===== config.mk =====
export PLATFORM = sky130hd
export DESIGN_NAME = lsu_ctrl
export DESIGN_NICKNAME = d
export VERILOG_FILES = /design/src/sv/lsu_pkg.sv /design/src/sv/lsu_ctrl.sv
export VERILOG_INCLUDE_DIRS = /design/src /design/src/sv
export SDC_FILE = /design/constraint.sdc
export NUM_CORES = 1
export LEC_CHECK = 0
export BUFFER_PORTS_ARGS = -buffer_cell sky130_fd_sc_hd__buf_2
export CORE_AREA = 2 2 39 41
export DETAILED_ROUTE_END_ITERATION = 8
export DIE_AREA = 0 0 41 43
export PLACE_DENSITY = 0.31
export SLEW_MARGIN = 40
export SYNTH_ARGS = -nofsm -noshare
export SYNTH_HDL_FRONTEND = slang
export SYNTH_SLANG_ARGS = --single-unit

===== constraint.sdc =====
create_clock -name aclk -period 1.1 [get_ports aclk]
set_input_delay 0.055 -clock aclk [delete_from_list [all_inputs] [get_ports aclk]]
set_output_delay 0.055 -clock aclk [all_outputs]
set_load 0.05 [all_outputs]

===== src/sv/load_store_unit_assert.svh =====
`ifndef LOAD_STORE_UNIT_ASSERT_SVH
`define LOAD_STORE_UNIT_ASSERT_SVH

// Clocked assertion that is checked only outside reset.
`define LSU_ASSERT(label, prop, msg) \
    label: assert property (@(posedge aclk) disable iff (!aresetn) (prop)) else $error(msg);

// Clocked assertion that is checked during reset as well.
`define LSU_ASSERT_ALWAYS(label, prop, msg) \
    label: assert property (@(posedge aclk) (prop)) else $error(msg);

`endif


===== src/sv/lsu_pkg.sv =====
`timescale 1ns / 1ps

package lsu_pkg;

    // Request kinds carried in the input tuser.
    typedef enum logic [2:0] {
        REQ_LB = 3'd0,
        REQ_LH = 3'd1,
        REQ_LW = 3'd2,
        REQ_SB = 3'd3,
        REQ_SH = 3'd4,
        REQ_SW = 3'd5,
        REQ_RSVD6 = 3'd6,
        REQ_RSVD7 = 3'd7
    } req_type_t;

    // Result status codes carried in the output tuser.
    typedef enum logic [1:0] {
        STATUS_OK = 2'd0,
        STATUS_MISALIGNED = 2'd1,
        STATUS_OUT_OF_WINDOW = 2'd2,
        STATUS_RSVD = 2'd3
    } status_t;

    // Configuration register indexes.
    localparam logic CFG_WINDOW_START = 1'b0;
    localparam logic CFG_WINDOW_END = 1'b1;

    localparam logic signed [31:0] WINDOW_START_RESET = 32'sd0;
    localparam logic signed [31:0] WINDOW_END_RESET = 32'sd65536;

    typedef enum logic [2:0] {
        S_IDLE,
        S_CHECK,
        S_ACCESS,
        S_FORMAT,
        S_RESP
    } lsu_state_t;

    // Commands from the controller to the datapath.
    typedef struct packed {
        logic capture;
        logic check;
        logic access;
        logic format;
    } lsu_cmd_t;

    // Access size in bytes (1, 2 or 4) for a request kind.
    function automatic logic [2:0] access_bytes(input logic [2:0] kind);
        logic [2:0] n;
        case (kind)
            REQ_LB, REQ_SB: n = 3'd1;
            REQ_LH, REQ_SH: n = 3'd2;
            default: n = 3'd4;
        endcase
        return n;
    endfunction

endpackage


===== src/sv/lsu_ctrl.sv =====
`timescale 1ns / 1ps
`include "load_store_unit_assert.svh"

module lsu_ctrl (
    input  logic              aclk,
    input  logic              aresetn,
    input  logic              s_tvalid,
    output logic              s_tready,
    output logic              m_tvalid,
    input  logic              m_tready,
    output lsu_pkg::lsu_cmd_t cmd
);

    lsu_pkg::lsu_state_t state_reg;
    lsu_pkg::lsu_state_t state_next;

    always_ff @(posedge aclk) begin
        if (!aresetn) begin
            state_reg <= lsu_pkg::S_IDLE;
        end else begin
            state_reg <= state_next;
        end
    end

    always_comb begin
        state_next = state_reg;
        s_tready = 1'b0;
        m_tvalid = 1'b0;
        cmd = '0;
        unique case (state_reg)
            lsu_pkg::S_IDLE: begin
                s_tready = 1'b1;
                if (s_tvalid) begin
                    cmd.capture = 1'b1;
                    state_next = lsu_pkg::S_CHECK;
                end
            end
            lsu_pkg::S_CHECK: begin
                cmd.check = 1'b1;
                state_next = lsu_pkg::S_ACCESS;
            end
            lsu_pkg::S_ACCESS: begin
                cmd.access = 1'b1;
                state_next = lsu_pkg::S_FORMAT;
            end
            lsu_pkg::S_FORMAT: begin
                cmd.format = 1'b1;
                state_next = lsu_pkg::S_RESP;
            end
            lsu_pkg::S_RESP: begin
                m_tvalid = 1'b1;
                if (m_tready) begin
                    state_next = lsu_pkg::S_IDLE;
                end
            end
            default: begin
                state_next = lsu_pkg::S_IDLE;
            end
        endcase
    end

    `LSU_ASSERT(a_one_side_open, !(s_tready && m_tvalid), "input and output open together")
    `LSU_ASSERT(a_result_after_four, (s_tvalid && s_tready) |-> ##4 m_tvalid, "result not on time")

endmodule


* After elaboration in Yosys (flattened, before gate mapping)
Cells that the tools add are included.
** Word-level totals
- Logic and storage cells :: 19
- Register bits after elaboration :: 3
** Cells by class
- Mux-type cells :: 10
- Reductions and logical operators :: 2
- Equality and inequality tests :: 6
** Operators with widths (count)
- $pmux 3 s5 :: 1
- $mux 1 :: 7
- $eq 3x2->1 const B :: 2
- $mux 3 :: 2
- $ne 2x2->1 const B :: 2
- $eq 3x1->1 const B :: 1
- $eq 3x3->1 const B :: 1
- $logic_not 3->1 :: 1
- $reduce_and 2->1 :: 1

* Logic depth before layout (Yosys ltp)
- Depth in word-level cells :: 3
- Mapped depth :: 3
- Gate-level depth less buffers :: 2

* Worst setup path after synthesis
Ideal clock, no wire load.
- Kind :: register to output
- Start point :: register state_reg[1]
- End point :: output cmd[3] in the netlist's numbering
- Setup slack :: -0.600 ns
- Stages on the path, launching flop included :: 4
- Arrival :: 1.645 ns
- Required time :: 1.045 ns
- Path through :: dfxtp_1 > buf_6 > nor3_2 > and2_1
** RTL lines
- start, declared :: RTL line lsu_ctrl.sv:14 : lsu_pkg::lsu_state_t state_reg;
- start signal, assigned :: RTL line lsu_ctrl.sv:19 : state_reg <= lsu_pkg::S_IDLE;
- start signal, assigned :: RTL line lsu_ctrl.sv:21 : state_reg <= state_next;
- end, declared :: RTL line lsu_ctrl.sv:11 : output lsu_pkg::lsu_cmd_t cmd

==> impl_metrics.yaml <==
run_status:
  status: "complete, but fails checks"
  failed_checks: "negative setup slack"
worst_setup_path:
  r2r_cells: 3
  critPathBufInv: 1
  crit_family: "flip-flops"
  arrival_ns: 1.07
  crit_type: "reg -> out"
  critPathRequiredTime_ns: 1.04
  slowest_delay_ns: 0.36
  cp-start-kind: "flip-flop"
  cp_max_fo: 7
  crit_cells: 3
  worst_setup_path_end_kind: "primary output"
  path_cells: "nor3_4, and2_4, buf_8"
  crit_path_top_delay_cell: "dfxtp_4"
global_route:
  grt_use_total_pct: 5.93
  antenna_found_initial: 0
  grt_pass1_wl_um: 655
  grt_max_degree: 8
  overflow: 0
  first_global_vias: 172
floorplan:
  ios: 10
  die_area_mm2: 0.00176
  start_util_pct: 13.1
  coreArea_mm2: 0.00138
  die_h_um: 43
  die_w_um: 41
  fp-row-count: 14
sta:
  clock.fmax_mhz: 890
  timing.final.ws_setup_ns: -0.0231
  rsz0062_at_grt: "true"
  relSlewSlack_pct: 83.7
  final_max_slew_viol_count: 0
  tightest_slew_ns: 0.246
  timing.final.hold_violations: 0
  finalSetupViolations: 2
  fin_crit_sh_pct: 102
  period_minus_slack_ns: 1.12
  clock_skew_ns: 0.00134
final_layout:
  nFillCells: 149
  layout.cells.non_filler: 47
  stdcell_area_um2: 332
  area_growth_pct: 82.8
  diodes: 0
  nets: 36
  layout_commonest_cell: "buf_2"
  layout-drive-gt1-share_pct: 77.4
  largest_register_ffs: 3
hold_path:
  hold_path_class: "in -> reg"
  holdPathStages: 2
synth:
  syn-cell-area_um2: 181
  synth_nets: 22
  ys_ff_latch: 3
  yosysUniqueCellTypes: 14
  yosysWarningCount: 0
  synthCells: 18
  syn_area_per_cell_um2: 10.1
  ys_seq_area_share_pct: 33.1
clock_network:
  clock_sinks: 3
  clockBufferDepth: 2
  postCtsSetupBuffers: 0
  clk_latency_ns: 0.23
  cts_tree: "done"
  clk_pin_slew_ns: 0.03
  htree_levels: 1
  root_buffer: "clkbuf_4"
  cts_buffers: 3
place:
  dpl_cell_area_um2: 263
  gp_congestion: 0.618
  dp.cells: 43
  port_buffers: 9
detailed_routing:
  wire_per_inst_um: 8.53
  antenna_left: 0
  dr.pass1.iters: 1
  drc: 0
  drt-initial-drc-count: 0
  vias_per_cell: 3.72
  dr_total_vias: 175
  finalWirelength_um: 401
pwr:
  fin_total_pwr_mw: 0.527
  leakage_nw: 0.144
  power.density_mw_per_mm2: 1590
  peakVddDrop_uv: 465
flow_run:
  max-cap-violations: 0
report_power, final:
part	leakage [nW]	switching, mW	internal, mW
Clock	0.0150	0.0526	0.136
Sequential	0.0267	0.0212	0.119
Combinational	0.103	0.116	0.0819
Total	0.144	0.190	0.336
through the flow:
step	hold WS [ns]	worst slack [ns]	utilization [%]	TNS, ns
3_3_place_gp	0.276	0.0781	19.0	0
5_1_grt	0.0566	-0.0734	24.0	-0.138
6_report	0.0478	-0.0231	24.0	-0.0307
3_5_place_dp	0.284	0.0644	19.0	0
4_1_cts	0.0394	-0.0452	23.5	-0.0739
2_1_floorplan	0.173	-0.209	-	-0.430
what timing repair did:
action                                  4_1_cts  5_1_grt
endpoints found under the setup margin        6        5
gates resized for setup                      14        2
hold buffers                                  0        0
pin swaps                                     0        2
cells in the mapped netlist:
cell type	number	area share (%)
dfxtp_1	3	33
nor2_1	2	4.1
nor3b_1	2	8.3
and2_1	1	3.5
and3b_1	1	4.8
buf_4	1	4.1
buf_6	1	6.2
nand2b_1	1	3.5
nor3_1	1	2.8
nor3_2	1	5.5
nor3b_2	1	6.9
nor4b_2	1	8.3
o21a_1	1	4.1
xnor2_1	1	4.8
metal layers:
| layer | part of all wire, % | wire, µm | global-route usage [%] | up-vias |
|---|---|---|---|---|
| met4 | 0 | 0 | 6.00 | 0 |
| met3 | 6.5 | 26 | 3.66 | 0 |
| met1 | 42 | 170 | 6.77 | 82 |
| met5 | 0 | 0 | 0 | - |
| met2 | 51 | 204 | 6.88 | 6 |
| li1 | - | - | - | 87 |
kinds of logic after synthesis:
kind of cell | synth area share (%)
AO/OA/AOI/OAI | 4.14
XOR/XNOR | 4.83
buffers and inverters | 10.3
flip-flops | 33.1
AND/OR/NAND/NOR | 47.6
layout make-up:
type / instances / area, µm² / area share (%)
timing repair buffer: 11 / 91.3 / 27.5
tap: 16 / 20.0 / 6.04
multi-input combinational: 13 / 123 / 37.0
clock buffer: 4 / 26.3 / 7.92
sequential: 3 / 71.3 / 21.5
final timing paths:
check,to,slack [ns],from
setup reg to reg,state_reg[2],0.13,state_reg[1]
setup / recovery,cmd[3],-0.02,state_reg[2]
hold reg to reg,state_reg[0],0.60,state_reg[2]
hold / removal,state_reg[2],0.05,aresetn
worst reg2reg max path, stage by stage (launching register included):
cell and delay [ns]:
dfxtp_4 0.36, buf_4 0.15, nor4b_2 0.27, o21a_1 0.13
Power figures use the tool's default switching activity.
